## config.mk

```make
export PLATFORM = sky130hd
export DESIGN_NAME = pcmd_err
export DESIGN_NICKNAME = d
export VERILOG_FILES = /design/src/rtl/pcmd_pkg.sv /design/src/rtl/pcmd_err.sv
export SDC_FILE = /design/constraint.sdc
export NUM_CORES = 1
export LEC_CHECK = 0
export BUFFER_PORTS_ARGS = -buffer_cell sky130_fd_sc_hd__buf_2
export CORE_ASPECT_RATIO = 1.25
export CORE_MARGIN = 2
export CORE_UTILIZATION = 40
export DETAILED_ROUTE_END_ITERATION = 10
export GPL_ROUTABILITY_DRIVEN = 0
export PLACE_DENSITY = 0.62
export REMOVE_ABC_BUFFERS = 1
export SKIP_LAST_GASP = 1
export SYNTH_ARGS = -nofsm -noshare
export SYNTH_HDL_FRONTEND = slang
export SYNTH_SLANG_ARGS = --single-unit
```

## constraint.sdc

```tcl
create_clock -name clk_i -period 3.7 [get_ports clk_i]
set_input_delay 0.185 -clock clk_i [delete_from_list [all_inputs] [get_ports clk_i]]
set_output_delay 0.185 -clock clk_i [all_outputs]
set_load 0.02 [all_outputs]
```

## src/rtl/pcmd_pkg.sv

```systemverilog
// Shared types and constants for the position PID speed command block.
// Used by every module under rtl; depends on nothing else.
`timescale 1ns / 1ps

package pcmd_pkg;

  // Fraction bits of the gain format and of the integral.
  localparam int GAIN_FRAC_BITS = 16;

  localparam int PosW  = 32;
  localparam int ProdW = 64;
  localparam int IntW  = 48;
  // Width of the sum after the fraction bits are shifted out.
  localparam int QuotW = ProdW - GAIN_FRAC_BITS;
  localparam int CfgIdxW = 3;

  // Configuration register indexes.
  localparam logic [CfgIdxW-1:0] CFG_KP     = 3'd0;
  localparam logic [CfgIdxW-1:0] CFG_KI     = 3'd1;
  localparam logic [CfgIdxW-1:0] CFG_KD     = 3'd2;
  localparam logic [CfgIdxW-1:0] CFG_TARGET = 3'd3;
  localparam logic [CfgIdxW-1:0] CFG_OFFSET = 3'd4;

  localparam logic signed [PosW-1:0] POS_MAX = {1'b0, {(PosW-1){1'b1}}};
  localparam logic signed [PosW-1:0] POS_MIN = {1'b1, {(PosW-1){1'b0}}};
  localparam logic signed [IntW-1:0] INT_MAX = {1'b0, {(IntW-1){1'b1}}};
  localparam logic signed [IntW-1:0] INT_MIN = {1'b1, {(IntW-1){1'b0}}};
  localparam logic signed [ProdW-1:0] SUM_MAX = {1'b0, {(ProdW-1){1'b1}}};
  localparam logic signed [ProdW-1:0] SUM_MIN = {1'b1, {(ProdW-1){1'b0}}};
  // Added to negative sums so the shift truncates toward zero.
  localparam logic signed [ProdW-1:0] ROUND_BIAS =
    {{(ProdW-GAIN_FRAC_BITS){1'b0}}, {GAIN_FRAC_BITS{1'b1}}};

  // Control that travels with an item down the pipeline.
  typedef struct packed {
    logic valid;
    logic zero;
  } stg_t;

  // Saturating 64-bit add.
  function automatic logic signed [ProdW-1:0] sat_add(
    input logic signed [ProdW-1:0] a,
    input logic signed [ProdW-1:0] b
  );
    logic signed [ProdW:0] s;
    logic signed [ProdW-1:0] r;
    s = {a[ProdW-1], a} + {b[ProdW-1], b};
    if (s[ProdW] != s[ProdW-1]) begin
      r = s[ProdW] ? SUM_MIN : SUM_MAX;
    end else begin
      r = s[ProdW-1:0];
    end
    return r;
  endfunction

endpackage

```

## src/rtl/pcmd_err.sv

```systemverilog
// Input register and position error stage of the position PID block.
// Depends on pcmd_pkg; keeps the previous error state.
`timescale 1ns / 1ps

module pcmd_err import pcmd_pkg::*; (
  input  logic                   clk_i,
  input  logic                   rst_ni,
  input  logic                   adv_i,
  input  logic                   in_valid_i,
  input  logic signed [PosW-1:0] meas_i,
  input  logic signed [PosW-1:0] target_i,
  input  logic signed [PosW-1:0] offset_i,
  output logic signed [PosW-1:0] err_o,
  output logic signed [PosW-1:0] perr_o,
  output stg_t                   stg_o
);

  logic                   v1_q;
  logic signed [PosW-1:0] meas_q;
  logic signed [PosW+1:0] err_wide;
  logic signed [PosW-1:0] err_c;
  logic signed [PosW-1:0] err_q;
  logic signed [PosW-1:0] perr_q;
  logic signed [PosW-1:0] prev_q;
  stg_t                   stg_q;

  assign err_wide = {{2{target_i[PosW-1]}}, target_i} - {{2{meas_q[PosW-1]}}, meas_q}
                  + {{2{offset_i[PosW-1]}}, offset_i};

  // The difference fits in 32 bits when its top three bits agree.
  always_comb begin
    if ((err_wide[PosW+1:PosW-1] == 3'b000) || (err_wide[PosW+1:PosW-1] == 3'b111)) begin
      err_c = err_wide[PosW-1:0];
    end else if (err_wide[PosW+1]) begin
      err_c = POS_MIN;
    end else begin
      err_c = POS_MAX;
    end
  end

  always_ff @(posedge clk_i or negedge rst_ni) begin
    if (!rst_ni) begin
      v1_q   <= 1'b0;
      stg_q  <= '0;
      prev_q <= '0;
    end else if (adv_i) begin
      v1_q        <= in_valid_i;
      stg_q.valid <= v1_q;
      stg_q.zero  <= (err_c == '0);
      if (v1_q) begin
        prev_q <= err_c;
      end
    end
  end

  always_ff @(posedge clk_i) begin
    if (adv_i) begin
      meas_q <= meas_i;
      err_q  <= err_c;
      perr_q <= prev_q;
    end
  end

  assign err_o  = err_q;
  assign perr_o = perr_q;
  assign stg_o  = stg_q;

endmodule

```

==> results.yml <==
yosys:
  synth-edff-count: 96
  synthFlopType: "edfxtp_1"
  postSynth.asyncResetShare_pct: 26.7
  synth_mux_area_share_pct: 4.79
  yosys-top-cells-area: "edfxtp_1 37%, dfrtp_1 11%, fa_1 8.3%, inv_1 6.5%, ha_1 5.5%"
  ys_ff_latch: 131
  netlist.area_leader.share_pct: 37.3
  synth_top_area_cell: "edfxtp_1"
  syn_inst: 669
  yosysUniqueCellTypes: 64
  synthAdderAreaFrac_pct: 13.8
  synth_xor_area_share_pct: 3.50
  synth_top_family_by_area: "compound AO/OA/AOI/OAI gates"
  ys_seq_area_share_pct: 48.6
  syn_area_per_cell_um2: 11.6
  yosys.area_share.simple_pct: 6.46
  netlist_area_um2: 7730
  synth_compound_area_share_pct: 14.9
  ys_warn_count: 0
setup_path:
  startpoint: "meas_q[18]$_DFFE_PP_"
  crit_fanout: 9
  startpoint_type: "flip-flop"
  r2r-start: "meas_q[18]$_DFFE_PP_"
  crit_required_ns: 4.04
  cp.arrival_ns: 3.90
  endpoint_kind: "flip-flop"
  path_class: "reg2reg"
outcome:
  run_status: "complete, no violations"
final_layout:
  fill_cells: 1641
  nets: 1046
  area_growth_pct: 26.0
  antenna_cells: 0
  layout-drive-gt1-share_pct: 30.3
timing:
  tightest_slew_ns: 0.811
  finalMaxSlewViolations: 0
  holdWs_ns: 0.363
  rsz0062_at_grt: "true"
  setup_viol: 0
  hold_viol: 0
  min_period_over_period_pct: 96.2
  maxSlewHeadroom_pct: 45.9
  clock_skew_ns: 0.0155
  max_freq_mhz: 281
  setup_ws_ns: 0.141
  min_period_ns: 3.56
die:
  start_util_pct: 41.0
  ioPinCount: 166
  die_y_um: 159
  die_x_um: 128
  coreArea_um2: 18800
  dieArea_um2: 20500
  rows: 56
power_and_ir_drop:
  powerDensity_nw_per_um2: 675
  p_leak_uw: 0.00435
  peakVddDrop_mv: 0.332
  total_power_uw: 6580
clocking:
  clk_pin_slew_ns: 0.06
  htree_levels: 4
  cts_buffers: 17
  cts_setup_buffers: 0
  cts_tree: "yes"
  cts_root_buf: "clkbuf_16"
  clock_latency_ns: 0.43
  clockBufferDepth: 2
  cts_sinks: 131
drt:
  routed_via_density: 4.88
  final_antenna_net_count: 0
  drt-pass1-iter-count: 6
  wire_per_inst_um: 14.8
  m1WireLength_um: 7380
  finalWirelength_um: 16600
  highest_layer: "met4"
  routed-wl-met2_um: 8280
  wl_met3_um: 698
  vias: 5490
  drt_iter0_drc: 277
  drc: 0
global_routing:
  grt_pass1_vias: 5583
  grt_max_degree: 102
  grt_pass1_wl_um: 27000
  globalRoute.totalOverflow: 0
  grt_usage_pct: 16.8
  antenna_found_initial: 0
placement:
  hpwl_um: 12700
  place_ws_ns: 0.0422
  portBuffers: 165
min_path:
  hp-class: "in2reg"
  hold_path.startpoint: "target_i[0]"
run:
  max_cap_violations: 0
==> worst max-delay path, stage by stage, from the launching register on <==
cell,delay [ns]
edfxtp_1,0.38
fa_1,0.49
inv_1,0.04
ha_1,0.44
nand4_1,0.20
or3_1,0.43
o21ai_2,0.22
nor2_1,0.08
xnor2_1,0.18
or4_1,0.56
nor4_2,0.17
nand4_1,0.17
o22ai_2,0.13
==> power by group <==
| group | total, uW | switching [uW] | internal, uW |
|---|---|---|---|
| registers | 2300 | 156 | 2150 |
| clock network | 1510 | 654 | 858 |
| logic | 2760 | 1640 | 1130 |
| total | 6580 | 2450 | 4130 |
==> cell type report <==
| class | count | area [um^2] | share of cell area [%] |
|---|---|---|---|
| clock buffers | 17 | 425 | 4.37 |
| clock inverters | 15 | 111 | 1.14 |
| inverters | 135 | 507 | 5.20 |
| multi-input cells | 385 | 3370 | 34.6 |
| flip-flops and latches | 131 | 3760 | 38.6 |
| well taps | 232 | 290 | 2.98 |
| repair buffers | 210 | 1280 | 13.1 |
==> what timing repair did <==
action                                  in CTS  in global routing
hold buffers                                34                  0
endpoints found under the hold margin       68                  0
endpoints found under the setup margin       0                 42
resized for setup                            0                  3
==> metrics by stage <==
| step | instances | util (%) | setup TNS (ns) | cell area (um^2) |
|---|---|---|---|---|
| 2_1_floorplan | 651 | - | 0 | 7620 |
| 6_report | 1125 | 51.7 | 0 | 9740 |
| 3_5_place_dp | 1059 | 46.9 | 0 | 8850 |
| 3_3_place_gp | 1059 | 46.9 | 0 | 8850 |
| 4_1_cts | 1125 | 51.6 | 0 | 9720 |
| 5_1_grt | 1125 | 51.7 | -0.0882 | 9740 |
==> path summary, 6_finish.rpt <==
path                                          endpoint  slack (ns)  cells after the start
max in group asynchronous       prev_q[21]$_DFFE_PN0P_        2.79                      2
worst max register to register    stg_o[0]$_DFFE_PN0P_        0.14                     12
worst min register to register    perr_o[26]$_DFFE_PP_        0.44                      0
worst min-delay path                err_o[0]$_DFFE_PP_        0.36                      4
min in group asynchronous        prev_q[9]$_DFFE_PN0P_        0.40                      2
worst max-delay path              stg_o[0]$_DFFE_PN0P_        0.14                     12
==> synth_stat cells (4+ instances only) <==
cell type and n:
inv_1 134, edfxtp_1 96, nand2_1 36, dfrtp_1 35, a21oi_1 34, ha_1 34, fa_1 32, mux2_2 32
nor2_1 31, a21o_1 23, o21ai_0 21, xnor2_1 20, o21bai_1 13, nand4_1 10, buf_2 9, xor2_1 9
a21oi_2 6, nor3_1 6, o21ai_1 6, o21bai_4 6, o31ai_1 5, a31oi_1 4, and2_1 4, buf_6 4
clkbuf_1 4, o211ai_1 4
==> logic make-up after synthesis <==
| kind of cell | count (synthesis) |
|---|---|
| AND/OR/NAND/NOR | 106 |
| AO/OA/AOI/OAI | 150 |
| multiplexers | 33 |
| XOR/XNOR | 30 |
| flip-flops | 131 |
| adder cells (fa/ha/maj) | 66 |
| buffers and inverters | 153 |
==> layout by cell type (no fill, tap or decap), types with 23 or more instances in the layout <==
master	instances
a21o_1	23
a21oi_1	34
buf_2	164
dfrtp_1	35
dlygate4sd3_1	34
edfxtp_1	96
fa_1	32
ha_1	34
inv_1	134
mux2_2	32
nand2_1	36
nor2_1	31
==> routing by layer <==
metal / global-route usage, % / up-vias
li1: - / 2706
met1: 21.2 / 2605
met3: 3.56 / 24
met2: 28.7 / 155
met5: 0 / -
met4: 5.49 / 0
==> state kept, by name (all words and copies together) (netlist names) <==
signal  cells
meas_q     32
v1_q        1
err_o      32
perr_o     32
prev_q     32
stg_o       2
(Power assumes the default switching activity.)
