## src/rtl/pcmd_pkg.sv

```systemverilog
// Shared types and constants for the position PID speed command block.
// Used by every module under rtl; depends on nothing else.
`timescale 1ns / 1ps

package pcmd_pkg;

  // Fraction bits of the gain format and of the integral.
  localparam int GAIN_FRAC_BITS = 16;

  localparam int PosW  = 32;
  localparam int ProdW = 64;
  localparam int IntW  = 48;
  // Width of the sum after the fraction bits are shifted out.
  localparam int QuotW = ProdW - GAIN_FRAC_BITS;
  localparam int CfgIdxW = 3;

  // Configuration register indexes.
  localparam logic [CfgIdxW-1:0] CFG_KP     = 3'd0;
  localparam logic [CfgIdxW-1:0] CFG_KI     = 3'd1;
  localparam logic [CfgIdxW-1:0] CFG_KD     = 3'd2;
  localparam logic [CfgIdxW-1:0] CFG_TARGET = 3'd3;
  localparam logic [CfgIdxW-1:0] CFG_OFFSET = 3'd4;

  localparam logic signed [PosW-1:0] POS_MAX = {1'b0, {(PosW-1){1'b1}}};
  localparam logic signed [PosW-1:0] POS_MIN = {1'b1, {(PosW-1){1'b0}}};
  localparam logic signed [IntW-1:0] INT_MAX = {1'b0, {(IntW-1){1'b1}}};
  localparam logic signed [IntW-1:0] INT_MIN = {1'b1, {(IntW-1){1'b0}}};
  localparam logic signed [ProdW-1:0] SUM_MAX = {1'b0, {(ProdW-1){1'b1}}};
  localparam logic signed [ProdW-1:0] SUM_MIN = {1'b1, {(ProdW-1){1'b0}}};
  // Added to negative sums so the shift truncates toward zero.
  localparam logic signed [ProdW-1:0] ROUND_BIAS =
    {{(ProdW-GAIN_FRAC_BITS){1'b0}}, {GAIN_FRAC_BITS{1'b1}}};

  // Control that travels with an item down the pipeline.
  typedef struct packed {
    logic valid;
    logic zero;
  } stg_t;

  // Saturating 64-bit add.
  function automatic logic signed [ProdW-1:0] sat_add(
    input logic signed [ProdW-1:0] a,
    input logic signed [ProdW-1:0] b
  );
    logic signed [ProdW:0] s;
    logic signed [ProdW-1:0] r;
    s = {a[ProdW-1], a} + {b[ProdW-1], b};
    if (s[ProdW] != s[ProdW-1]) begin
      r = s[ProdW] ? SUM_MIN : SUM_MAX;
    end else begin
      r = s[ProdW-1:0];
    end
    return r;
  endfunction

endpackage

```

## src/rtl/pcmd_acc.sv

```systemverilog
// Integral accumulator, term sums and fraction removal of the position PID
// block. Depends on pcmd_pkg; keeps the 48-bit integral state.
`timescale 1ns / 1ps

module pcmd_acc import pcmd_pkg::*; (
  input  logic                    clk_i,
  input  logic                    rst_ni,
  input  logic                    adv_i,
  input  stg_t                    stg_i,
  input  logic signed [ProdW-1:0] p_i,
  input  logic signed [ProdW-1:0] i_i,
  input  logic signed [ProdW-1:0] d_i,
  output logic signed [QuotW-1:0] quot_o,
  output stg_t                    stg_o
);

  logic signed [IntW-1:0]  integ_q;
  logic signed [ProdW:0]   integ_sum;
  logic signed [IntW-1:0]  integ_d;
  logic signed [ProdW-1:0] p4_q;
  logic signed [ProdW-1:0] d4_q;
  logic signed [ProdW-1:0] d5_q;
  logic signed [ProdW-1:0] sum5_q;
  logic signed [ProdW-1:0] sum6_q;
  logic signed [ProdW-1:0] biased;
  logic signed [ProdW-1:0] shifted;
  logic signed [QuotW-1:0] quot_q;
  stg_t                    stg4_q;
  stg_t                    stg5_q;
  stg_t                    stg6_q;
  stg_t                    stg7_q;

  assign integ_sum = {{(ProdW-IntW+1){integ_q[IntW-1]}}, integ_q} + {i_i[ProdW-1], i_i};

  // Saturate the integral to the signed 48-bit range.
  always_comb begin
    if ((&integ_sum[ProdW:IntW-1]) || !(|integ_sum[ProdW:IntW-1])) begin
      integ_d = integ_sum[IntW-1:0];
    end else if (integ_sum[ProdW]) begin
      integ_d = INT_MIN;
    end else begin
      integ_d = INT_MAX;
    end
  end

  assign biased  = sum6_q + (sum6_q[ProdW-1] ? ROUND_BIAS : '0);
  assign shifted = biased >>> GAIN_FRAC_BITS;

  always_ff @(posedge clk_i or negedge rst_ni) begin
    if (!rst_ni) begin
      integ_q <= '0;
      stg4_q  <= '0;
      stg5_q  <= '0;
      stg6_q  <= '0;
      stg7_q  <= '0;
    end else if (adv_i) begin
      if (stg_i.valid) begin
        integ_q <= integ_d;
      end
      stg4_q <= stg_i;
      stg5_q <= stg4_q;
      stg6_q <= stg5_q;
      stg7_q <= stg6_q;
    end
  end

  // The integral register already holds this item's value when it reaches
  // the first sum stage.
  always_ff @(posedge clk_i) begin
    if (adv_i) begin
      p4_q   <= p_i;
      d4_q   <= d_i;
      sum5_q <= sat_add(p4_q, {{(ProdW-IntW){integ_q[IntW-1]}}, integ_q});
      d5_q   <= d4_q;
      sum6_q <= sat_add(sum5_q, d5_q);
      quot_q <= shifted[QuotW-1:0];
    end
  end

  assign quot_o = quot_q;
  assign stg_o  = stg7_q;

endmodule
```

## config.mk

```make
export PLATFORM = sky130hd
export DESIGN_NAME = pcmd_acc
export DESIGN_NICKNAME = d
export VERILOG_FILES = /design/src/rtl/pcmd_pkg.sv /design/src/rtl/pcmd_acc.sv
export SDC_FILE = /design/constraint.sdc
export NUM_CORES = 1
export LEC_CHECK = 0
export ABC_AREA = 0
export BUFFER_PORTS_ARGS = -buffer_cell sky130_fd_sc_hd__buf_2
export CAP_MARGIN = 20
export CELL_PAD_IN_SITES_DETAIL_PLACEMENT = 1
export CELL_PAD_IN_SITES_GLOBAL_PLACEMENT = 1
export CORE_MARGIN = 5
export CORE_UTILIZATION = 26
export DETAILED_ROUTE_END_ITERATION = 8
export PLACE_DENSITY = 0.5
export SYNTH_ARGS = -nofsm -noshare
export SYNTH_HDL_FRONTEND = slang
export SYNTH_SLANG_ARGS = --single-unit
```

## constraint.sdc

```tcl
create_clock -name clk_i -period 7.75 [get_ports clk_i]
set_clock_uncertainty 0.2 [all_clocks]
set_input_delay 0.3875 -clock clk_i [delete_from_list [all_inputs] [get_ports clk_i]]
set_output_delay 0.3875 -clock clk_i [all_outputs]
set_load 0.005 [all_outputs]
```

==> impl_metrics.json <==
{
  "post_synth.cell_area_avg_sq_um": 10.7,
  "power_density_nw_per_um2": 440,
  "yosysMostFrequentCell": "edfxtp_1",
  "port_buffers": 246,
  "clock_sinks": 424,
  "clkLatencyLatePin_ns": 0.62,
  "syn-num-nets": 2897,
  "worstSetupStartpointType": "register",
  "initial_core_util": 0.262,
  "sw_frac_of_total": 0.435,
  "via_per_inst": 4.91,
  "dpl_worst_slack_ns": 2.14,
  "pin_count": 247,
  "antenna_found_initial": 1,
  "netlist.area_leader.share": 0.415,
  "clkTransAtPathRegs_ns": 0.06,
  "area_growth_pct": 21.4,
  "max_freq_mhz": 182,
  "gr-total-overflow": 0,
  "slew_viol_final": 0,
  "post_drt_wl_per_cell_um": 20.4,
  "gp_congestion": 0.890,
  "relSlewSlack": 0.315,
  "critical_path_required_ns": 8.09,
  "rsz0062_at_grt": "no",
  "firstDrtPassIters": 4,
  "finalPower_uw": 14200,
  "ys_seq_area_frac": 0.467,
  "fin_util": 0.318,
  "dpl.cell_count": 4021,
  "cts_root_buf": "clkbuf_16",
  "endpoint": "integ_q[32]",
  "cts_max_path_buffers": 3,
  "drt_first_iter_violations": 951,
  "synth_cell_type_count": 89,
  "synthCells": 2490,
  "drive_gt1_frac": 0.146,
  "period_share": 0.707,
  "setup-tns-final_ns": 0,
  "die-area_sq_um": 109000,
  "worstMarginPinSlew_ns": 1.03,
  "grt_usage": 0.157,
  "cts_inserted_buffers": 52,
  "grt_max_degree": 80,
  "cp-startpoint": "integ_q[47]",
  "power.leakage_uw": 0.0125,
  "std_cell_rows": 117,
  "p_int_uw": 8030,
  "synth_top_area_cell": "edfxtp_1",
  "antenna_left": 0,
  "path_class": "reg -> reg",
  "r2r.worst_path.cells": 14,
  "coreArea_sq_um": 102000,
  "async_reset_ff_frac": 0.132,
  "synth_warnings": 0,
  "finalSetupViolCount": 0,
  "die_y_um": 330,
  "path_max_fanout": 44,
  "synth_common_cells": "edfxtp_1, a21oi_1, ha_1",
  "p_comb_frac": 0.539,
  "critPathArrivalTime_ns": 5.82,
  "p_clk_frac": 0.175,
  "rrSetupSlack_ns": 2.27,
  "r2r_end": "integ_q[32]",
  "nFillCells": 11400,
  "grt_pass1_wl_mm": 133,
  "synth.area.top_cells": "edfxtp_1, ha_1, dfrtp_1",
  "post-route-drc-count": 0,
  "first_global_vias": 22200,
  "synth-main-ff-cell": "edfxtp_1",
  "fin_crit_ns": 5.48,
  "ir_drop_mv": 0.217,
  "syn_area_sq_um": 26600,
  "dp_hpwl_mm": 68.8,
  "finalHoldViolations": 0,
  "min_path_type": "in -> reg",
  "rr_startpoint": "integ_q[47]",
  "worstHoldPathCells": 1,
  "stdcell_count": 4255,
  "nets": 3248,
  "synth_seq_cells": 424,
  "status": "complete, no violations",
  "finalWorstSetupSlack_ns": 2.27,
  "vias": 20900,
  "p_seq_frac": 0.285,
  "synth_edf_count": 368,
  "totalWireLength_mm": 87.0,
  "drv_cap": 0,
  "cts_tree": "done",
  "switching_power_uw": 6190,
  "h-tree-depth": 2,
  "worstSetupEndpointType": "register",
  "die_w_um": 330
}
## registers in the layout, summed over array words and instances (netlist names)
signal,count
sum6_q,64
stg_o,2
sum5_q,64
quot_o,48
stg6_q,2
d4_q,64
stg4_q,2
d5_q,64
stg5_q,2
p4_q,64
integ_q,48
## metrics by stage
stage          area [sq um]  hold WS (ns)
2_1_floorplan         26600        -0.108
3_3_place_gp          29200         0.203
3_5_place_dp          29200         0.207
4_1_cts               32300        0.0202
5_1_grt               32300        0.0392
6_report              32300        0.0263
## worst min path at each step
stage,slack [ns],to,start
6_report,0.03,quot_o[42],adv_i
5_1_grt,0.04,quot_o[42],adv_i
4_1_cts,0.02,quot_o[42],adv_i
3_5_place_dp,0.21,d5_q[9],d4_q[9]
3_3_place_gp,0.20,d5_q[63],d4_q[63]
2_1_floorplan,-0.11,integ_q[0],rst_ni
## layout make-up
class | count | area [sq um] | area share
Timing Repair Buffer | 396 | 2740 | 0.0847
Multi-Input combinational cell | 1916 | 13500 | 0.417
Sequential cell | 424 | 12500 | 0.385
Tap cell | 1368 | 1710 | 0.0529
Antenna cell | 2 | 5.00 | 0.000155
Clock buffer | 59 | 1350 | 0.0417
Clock inverter | 39 | 405 | 0.0125
Inverter | 51 | 191 | 0.00592
## critical path, stage by stage, from the launching register on
cell      delay (ns)
dfrtp_1         0.68
ha_1            0.69
nand4_1         0.30
nor4_1          0.60
and2_1          0.32
a211oi_1        0.11
a41oi_1         0.23
nand4b_1        0.18
nor3b_1         0.25
nand4b_1        0.14
nor4_1          0.62
nand3b_1        0.19
a21oi_2         0.16
buf_4           0.41
o221a_1         0.28
## cells in the final DEF (no fill, tap or decap), types with 14 or more instances in the layout
master,netlist,layout
dlygate4sd3_1,0,132
buf_2,33,245
o221a_1,40,40
clkbuf_16,0,53
dfrtp_1,56,56
buf_4,2,15
nor2_1,145,145
nand2_1,187,187
o211ai_1,18,18
a31oi_1,27,27
nand3_1,62,62
nand2b_1,22,22
a21o_1,101,101
xor2_1,92,92
xnor2_1,119,119
and3_1,30,30
nor3_1,38,38
a21oi_1,242,242
edfxtp_1,368,368
a21oi_2,25,25
o21a_1,27,27
nor2b_1,14,14
a211oi_1,22,22
ha_1,207,207
o21ai_0,169,169
nand4_1,54,54
inv_1,51,51
and2_1,16,16
o21bai_1,33,33
## per-layer routing
layer  part of all wire  GRT usage  up-vias
met3              0.032     0.0202      139
li1                   -          -    10300
met2               0.47      0.263      362
met4              0.039     0.0599        0
met5                  0          0        -
met1               0.46      0.206    10100
## power groups by stage
stage / combinational (uW) / clock, uW / sequential, uW
2_1_floorplan: 5620 / 0 / 3870
5_1_grt: 8600 / 2680 / 4150
3_5_place_dp: 7650 / 0 / 4120
4_1_cts: 7750 / 2600 / 4080
3_3_place_gp: 7500 / 0 / 4100
6_report: 7670 / 2500 / 4060
## timing repair
action / CTS / global route
setup buffers: 0 / 0
hold buffers: 132 / 0
resized for setup: 0 / 0
endpoints found under the hold margin: 187 / 0
## cells by family after synthesis
logic type      share of synthesized area
compound gates                      0.214
xor+xnor                           0.0694
fa+ha+maj                           0.102
buf+inv                            0.0265
flops                               0.467
mux                               0.00413
simple gates                        0.117
(Power assumes the default switching activity.)
